==> src/tdp_rem_unit.sv <==
module tdp_rem_unit #(
    parameter int VALUE_WIDTH = 31,
    parameter int DIV_WIDTH   = 17
) (
    input  logic                   aclk,
    input  logic                   aresetn,
    input  logic                   start,
    input  logic [VALUE_WIDTH-1:0] dividend,
    input  logic [DIV_WIDTH-1:0]   divisor,
    output logic                   done,
    output logic [DIV_WIDTH-1:0]   remainder
);

    localparam int CW = $clog2(VALUE_WIDTH + 1);

    logic [VALUE_WIDTH-1:0] shift_reg, shift_next;
    logic [DIV_WIDTH-1:0]   rem_reg, rem_next;
    logic [CW-1:0]          cnt_reg, cnt_next;
    logic                   done_reg, done_next;

    logic [DIV_WIDTH:0]     trial;
    logic [DIV_WIDTH:0]     diff;

    // One restoring step per cycle: bring down the next dividend bit and
    // subtract the divisor when it fits.
    assign trial = {rem_reg, shift_reg[VALUE_WIDTH-1]};
    assign diff  = trial - {1'b0, divisor};

    always_comb begin
        shift_next = shift_reg;
        rem_next   = rem_reg;
        cnt_next   = cnt_reg;
        done_next  = 1'b0;
        if (start) begin
            shift_next = dividend;
            rem_next   = '0;
            cnt_next   = CW'(VALUE_WIDTH);
        end else if (cnt_reg != '0) begin
            shift_next = {shift_reg[VALUE_WIDTH-2:0], 1'b0};
            if (trial >= {1'b0, divisor}) begin
                rem_next = diff[DIV_WIDTH-1:0];
            end else begin
                rem_next = trial[DIV_WIDTH-1:0];
            end
            cnt_next  = cnt_reg - CW'(1);
            done_next = (cnt_reg == CW'(1));
        end
    end

    always_ff @(posedge aclk) begin
        if (!aresetn) begin
            cnt_reg  <= '0;
            done_reg <= 1'b0;
        end else begin
            cnt_reg  <= cnt_next;
            done_reg <= done_next;
        end
        shift_reg <= shift_next;
        rem_reg   <= rem_next;
    end

    assign done      = done_reg;
    assign remainder = rem_reg;

endmodule

==> config.mk <==
export PLATFORM = sky130hd
export DESIGN_NAME = tdp_rem_unit
export DESIGN_NICKNAME = d
export VERILOG_FILES = /design/src/tdp_rem_unit.sv
export SDC_FILE = /design/constraint.sdc
export NUM_CORES = 1
export LEC_CHECK = 0
export CAP_MARGIN = 0
export CORE_ASPECT_RATIO = 2
export CORE_MARGIN = 4
export CORE_UTILIZATION = 49
export DETAILED_ROUTE_END_ITERATION = 16
export DONT_BUFFER_PORTS = 1
export PLACE_DENSITY = 0.66
export SETUP_SLACK_MARGIN = 0.02
export SLEW_MARGIN = 20
export SYNTH_ARGS = -nofsm -noshare
export SYNTH_HDL_FRONTEND = slang
export SYNTH_SLANG_ARGS = --single-unit
==> constraint.sdc <==
create_clock -name aclk -period 2.3 [get_ports aclk]
set_input_delay 0 -clock aclk [delete_from_list [all_inputs] [get_ports aclk]]
set_output_delay 0 -clock aclk [all_outputs]
set_load 0.005 [all_outputs]
==> impl_metrics.env, run 1 <==
export IMPL_cts_max_path_buffers=2
export IMPL_synth_async_reset_ratio=0
export IMPL_max_stage_delay_ns=0.39
export IMPL_syn_inst=342
export IMPL_nets=474
export IMPL_grt_usage=0.224
export IMPL_rows=43
export IMPL_slew_headroom=0.693
export IMPL_clkTransAtPathRegs_ns=0.08
export IMPL_wl_per_cell_um=17.5
export IMPL_post_drt_via_cell_ratio=5.80
export IMPL_placed_cell_area_um2=3680
export IMPL_cts_tree="yes"
export IMPL_cts_buffers=5
export IMPL_status="finished with violations"
export IMPL_drcViolationCount=0
export IMPL_ys_warnings_count=0
export IMPL_cts_root_buf="clkbuf_16"
export IMPL_fmax_mhz=425
export IMPL_yosysMostFrequentCell="nand2_1"
export IMPL_syn_to_final_growth_pct=26.0
export IMPL_tns_ns=-0.351
export IMPL_cts_sinks=54
export IMPL_r2r_start="shift_reg[30]$_DFFE_PP_"
export IMPL_ys_dominant_reg_cell="edfxtp_1"
export IMPL_dieWidth_um=67.3
export IMPL_crit_chain="inv_1, ha_2, inv_2, fa_2, a21oi_4, a211oi_2, o31ai_2, and2_4, buf_6, nand2_2, a311oi_2"
export IMPL_firstDrtPassIters=4
export IMPL_drt_iter0_drc=147
export IMPL_worst_slew_pin_slew_ns=0.458
export IMPL_grt_pass1_vias=3089
export IMPL_die_y_um=127
export IMPL_maxSlewViolCount=0
export IMPL_powerDensity_nw_per_um2=1080
export IMPL_fp_dieArea_um2=8510
export IMPL_synth_area_leaders="edfxtp_1, dfxtp_1, mux2_2, ha_1, a21oi_1"
export IMPL_start_kind="register"
export IMPL_largest_register_ffs=31
export IMPL_holdWs_ns=0.0246
export IMPL_reg2reg_to="remainder[3]$_SDFFE_PP0P_"
export IMPL_antennaDiodeCount=0
export IMPL_hold_end="remainder[12]$_SDFFE_PP0P_"
export IMPL_layout_drive_gt1_share=0.275
export IMPL_p_int_mw=2.91
export IMPL_worst_ir_drop_vdd_v=0.000636
export IMPL_io_buffers=0
export IMPL_min_period_ns=2.35
export IMPL_antenna_found_initial=0
export IMPL_min_from="start"
export IMPL_synth_common_cells="nand2_1, edfxtp_1, mux2_2"
export IMPL_hp_class="primary input to register"
export IMPL_fin_crit_sh=1.02
export IMPL_p_clk_frac=0.190
export IMPL_cp_max_fo=7
export IMPL_core_area_um2=6890
export IMPL_syn_area_per_cell_um2=10.1
export IMPL_cap_violations=0
export IMPL_vias=2861
export IMPL_violations="negative setup slack"
export IMPL_grt_pass1_wl_um=14500
export IMPL_rsz0062_at_grt="yes"
export IMPL_p_total_mw=4.68
export IMPL_synth_area_um2=3440
export IMPL_clk_latency_ns=0.30
export IMPL_setup_viol=12
export IMPL_reg2reg_setup_slack_ns=-0.05
export IMPL_ant_nets=0
export IMPL_leakagePower_nw=1.76
export IMPL_synth_cell_types=58
export IMPL_drt_wl_total_um=8600
export IMPL_final_area_um2=4340
export IMPL_globalplace_congestion=0.866
export IMPL_dp_hpwl_um=6080
export IMPL_postSynthNetCount=414
export IMPL_cts_max_level=2
export IMPL_skew_ns=0.00967
export IMPL_synth_top_cell_area_share=0.270
export IMPL_switching_share=0.378
export IMPL_synth_top_area_cell="edfxtp_1"
export IMPL_ios=69
export IMPL_gr_total_overflow=0
export IMPL_power_switching_mw=1.77
export IMPL_hold_viol_final=0
export IMPL_grt_max_degree=55
export IMPL_whs_path_depth=3
export IMPL_p_seq_frac=0.294
export IMPL_reg2reg_depth=11
export IMPL_yosysSeqAreaShare=0.404
export IMPL_end_kind="register"
export IMPL_worstSetupPathType="register to register"
export IMPL_cp_slowest_cell="edfxtp_1"
export IMPL_setup_slack_ns=-0.0543
export IMPL_initial_core_util=0.500
export IMPL_nFillCells=608
export IMPL_ys_ff_latch=54
export IMPL_combPwrFrac=0.516
export IMPL_worst_ep_arrival_time_ns=2.57
export IMPL_worst_ep_required_time_ns=2.52
export IMPL_synth_edf_count=31
metrics by stage:
stage	worst slack (ns)	std cells	util
floorplan	0.0208	342	-
global placement	0.0681	447	0.535
detailed placement	-0.0248	447	0.535
CTS	-0.0167	491	0.618
global route	-0.221	493	0.630
finish	-0.0543	493	0.630
routing by layer:
| layer | part of all wire | global-route usage | up-vias |
|---|---|---|---|
| met1 | 0.34 | 0.228 | 1354 |
| met3 | 0.049 | 0.0434 | 29 |
| met5 | 0 | 0 | - |
| li1 | - | - | 1386 |
| met2 | 0.57 | 0.413 | 92 |
| met4 | 0.042 | 0.108 | 0 |
worst max path at each step:
| stage | to | slack (ns) | startpoint | cells after the start |
|---|---|---|---|---|
| 2_1_floorplan | remainder[7]$_SDFFE_PP0P_ | 0.02 | shift_reg[30]$_DFFE_PP_ | 12 |
| 3_3_place_gp | remainder[14]$_SDFFE_PP0P_ | 0.07 | shift_reg[30]$_DFFE_PP_ | 11 |
| 3_5_place_dp | remainder[3]$_SDFFE_PP0P_ | -0.02 | shift_reg[30]$_DFFE_PP_ | 11 |
| 4_1_cts | remainder[3]$_SDFFE_PP0P_ | -0.02 | shift_reg[30]$_DFFE_PP_ | 11 |
| 5_1_grt | remainder[6]$_SDFFE_PP0P_ | -0.22 | shift_reg[30]$_DFFE_PP_ | 11 |
| 6_report | remainder[3]$_SDFFE_PP0P_ | -0.05 | shift_reg[30]$_DFFE_PP_ | 11 |
cells in the final DEF (no fill, tap or decap), types with 6 or more instances in the layout:
cell           synthesis  layout
a211oi_1               9       7
a21oi_1               26      22
a311oi_2               6       8
buf_4                  0      33
dfxtp_1               23      23
dlygate4sd3_1          1      32
edfxtp_1              31      31
ha_1                  20      19
inv_1                 23      22
mux2_2                30      30
nand2_1               33      30
nor2_1                22      22
nor3_1                 7       6
o21ai_0               15      10
xnor2_1                8       8
final cells by class:
type | count | area [µm²] | share of cell area
Multi-Input combinational cell | 249 | 1940 | 0.446
Sequential cell | 54 | 1390 | 0.321
Timing Repair Buffer | 69 | 638 | 0.147
Clock buffer | 5 | 125 | 0.0288
Tap cell | 90 | 113 | 0.0260
Inverter | 23 | 86.3 | 0.0199
Clock inverter | 3 | 47.5 | 0.0110
power by group through the flow:
stage / logic [mW] / clock network (mW) / registers [mW]
detailed placement: 2.10 / 0 / 1.40
global placement: 2.06 / 0 / 1.39
finish: 2.41 / 0.890 / 1.37
global route: 2.67 / 0.939 / 1.40
CTS: 2.24 / 0.908 / 1.38
floorplan: 1.47 / 0 / 1.40
critical path, delay by kind of cell, from the launching register on:
kind            cells  cell delay, ns
fa+ha+maj           2            0.53
compound gates      4            0.82
flops               1            0.39
simple gates        2            0.28
buf+inv             3            0.24
kinds of logic after synthesis:
group / after synthesis / synth area share
AND/OR/NAND/NOR: 98 / 0.144
AO/OA/AOI/OAI: 89 / 0.185
flip-flops: 54 / 0.404
buffers and inverters: 39 / 0.0614
multiplexers: 31 / 0.101
adder cells (fa/ha/maj): 21 / 0.0785
XOR/XNOR: 10 / 0.0254
timing repair:
item | in CTS | in global routing
pin swaps | 5 | 10
setup endpoints to repair | 15 | 17
setup buffers | 3 | 3
resized for setup | 7 | 21
hold endpoints to repair | 53 | 0
hold buffers | 33 | 0
Note: power is estimated with default switching activity, not from simulation.
==> run 2, diff against run 1 <==
--- a/config.mk
+++ b/config.mk
@@ -7,7 +7,6 @@
 export LEC_CHECK = 0
 export CAP_MARGIN = 0
 export CORE_ASPECT_RATIO = 2
-export CORE_MARGIN = 4
 export CORE_UTILIZATION = 49
 export DETAILED_ROUTE_END_ITERATION = 16
 export DONT_BUFFER_PORTS = 1
==> impl_metrics.env, run 2 (synthesis results as in run 1) <==
export IMPL_min_period_ns=2.31
export IMPL_regArea_um2=1390
export IMPL_antennaDiodeCount=0
export IMPL_worst_slew_pin_slew_ns=0.540
export IMPL_fin_crit_sh=1.01
export IMPL_multi_input_area_um2=1940
export IMPL_cts_buffers=5
export IMPL_status="finished with violations"
export IMPL_max_stage_delay_ns=0.39
export IMPL_setup_slack_ns=-0.0144
export IMPL_globalplace_congestion=0.848
export IMPL_cts_root_buf="clkbuf_16"
export IMPL_grt_max_degree=55
export IMPL_powerDensity_nw_per_um2=1060
export IMPL_die_y_um=121
export IMPL_worstSetupPathType="register to register"
export IMPL_drt_iter0_drc=144
export IMPL_largest_register_ffs=31
export IMPL_cts_max_level=2
export IMPL_placedCellCount=446
export IMPL_dieWidth_um=61.3
export IMPL_slew_headroom=0.638
export IMPL_ios=69
export IMPL_worst_ir_drop_vdd_v=0.000557
export IMPL_nFillCells=608
export IMPL_cts_max_path_buffers=2
export IMPL_drcViolationCount=0
export IMPL_ant_nets=0
export IMPL_worst_ep_required_time_ns=2.51
export IMPL_hold_viol_final=0
export IMPL_rsz0062_at_grt="yes"
export IMPL_cts_tree="yes"
export IMPL_start_kind="register"
export IMPL_layout_commonest_cell="dlygate4sd3_1"
export IMPL_leakagePower_nw=1.76
export IMPL_antenna_found_initial=0
export IMPL_grt_usage=0.244
export IMPL_tns_ns=-0.0167
export IMPL_cp_common_cell="buf_4"
export IMPL_cp_max_fo=4
export IMPL_clk_latency_ns=0.29
export IMPL_crit_chain="inv_1, ha_2, inv_2, fa_2, a21oi_2, buf_4, o211ai_1, a21oi_1, buf_4, xnor2_2, nand2_1, a311oi_2"
export IMPL_post_drt_via_cell_ratio=5.85
export IMPL_fmax_mhz=432
export IMPL_clkTransAtPathRegs_ns=0.07
export IMPL_wl_per_cell_um=17.2
export IMPL_layout_drive_gt1_share=0.273
export IMPL_syn_to_final_growth_pct=25.4
export IMPL_firstDrtPassIters=4
export IMPL_skew_ns=0.00491
export IMPL_nets=474
export IMPL_drt_wl_total_um=8460
export IMPL_maxSlewViolCount=0
export IMPL_end_kind="register"
export IMPL_core_area_um2=6730
export IMPL_final_cell_mix="dlygate4sd3_1, buf_4, edfxtp_1"
export IMPL_place_ws_ns=-0.0587
export IMPL_cp_slowest_cell="edfxtp_1"
export IMPL_gr_total_overflow=0
export IMPL_dp_hpwl_um=5960
export IMPL_cts_sinks=54
export IMPL_violations="negative setup slack"
export IMPL_final_util=0.642
export IMPL_rows=42
export IMPL_cap_violations=0
export IMPL_vias=2872
export IMPL_grt_pass1_wl_um=13100
export IMPL_io_buffers=0
export IMPL_worst_ep_arrival_time_ns=2.52
export IMPL_fp_dieArea_um2=7390
export IMPL_initial_core_util=0.512
export IMPL_grt_pass1_vias=3013
export IMPL_hp_class="primary input to register"
export IMPL_finalNonFillerCells=491
export IMPL_setup_viol=2
run 2: final timing paths:
path | start | endpoint | slack [ns] | depth (start not counted)
setup / recovery | shift_reg[30]$_DFFE_PP_ | remainder[10]$_SDFFE_PP0P_ | -0.01 | 12
hold / removal | start | remainder[12]$_SDFFE_PP0P_ | 0.03 | 3
setup reg to reg | shift_reg[30]$_DFFE_PP_ | remainder[10]$_SDFFE_PP0P_ | -0.01 | 12
hold reg to reg | cnt_reg[4]$_SDFFE_PN0P_ | done$_SDFF_PP0_ | 0.52 | 1
run 2: area by class of cell:
cell class                      count  share of cell area
Clock buffer                        5              0.0290
Clock inverter                      3             0.00551
Inverter                           23              0.0200
Multi-Input combinational cell    249               0.450
Sequential cell                    54               0.322
Tap cell                           88              0.0255
Timing Repair Buffer               69               0.147
run 2: power breakdown:
part / internal, mW / leakage (nW) / switching, mW
clock network: 0.413 / 0.0738 / 0.368
logic: 1.16 / 1.17 / 1.28
registers: 1.24 / 0.517 / 0.135
run 2: per-layer routing:
layer	vias up	global-route usage	part of all wire
li1	1388	-	-
met1	1341	0.215	0.34
met2	107	0.447	0.56
met3	36	0.0545	0.043
met4	0	0.172	0.061
met5	-	0	0
run 2: timing repair:
action,CTS,global route
pin swaps,9,18
resized for setup,11,19
endpoints found under the setup margin,13,17
hold buffers,33,0
hold endpoints to repair,53,0
buffers inserted,2,4
run 2: stage by stage:
| step | power [mW] | area (µm²) | hold WS [ns] |
|---|---|---|---|
| after floorplan | 2.88 | 3450 | 0.117 |
| after global placement | 3.43 | 3670 | 0.0762 |
| after detailed placement | 3.47 | 3670 | 0.0788 |
| after CTS | 4.42 | 4230 | 0.0305 |
| after global routing | 4.88 | 4320 | 0.0170 |
| final | 4.60 | 4320 | 0.0255 |
run 2: worst max-delay path: cells and delay by family (launching register included):
kind	cells	cell delay, ns
AOI/OAI and AO/OA	4	0.73
adders and majority gates	2	0.52
buffers and inverters	4	0.40
DFF	1	0.39
xor gates and xnor gates	1	0.10
and+or+nand+nor	1	0.08
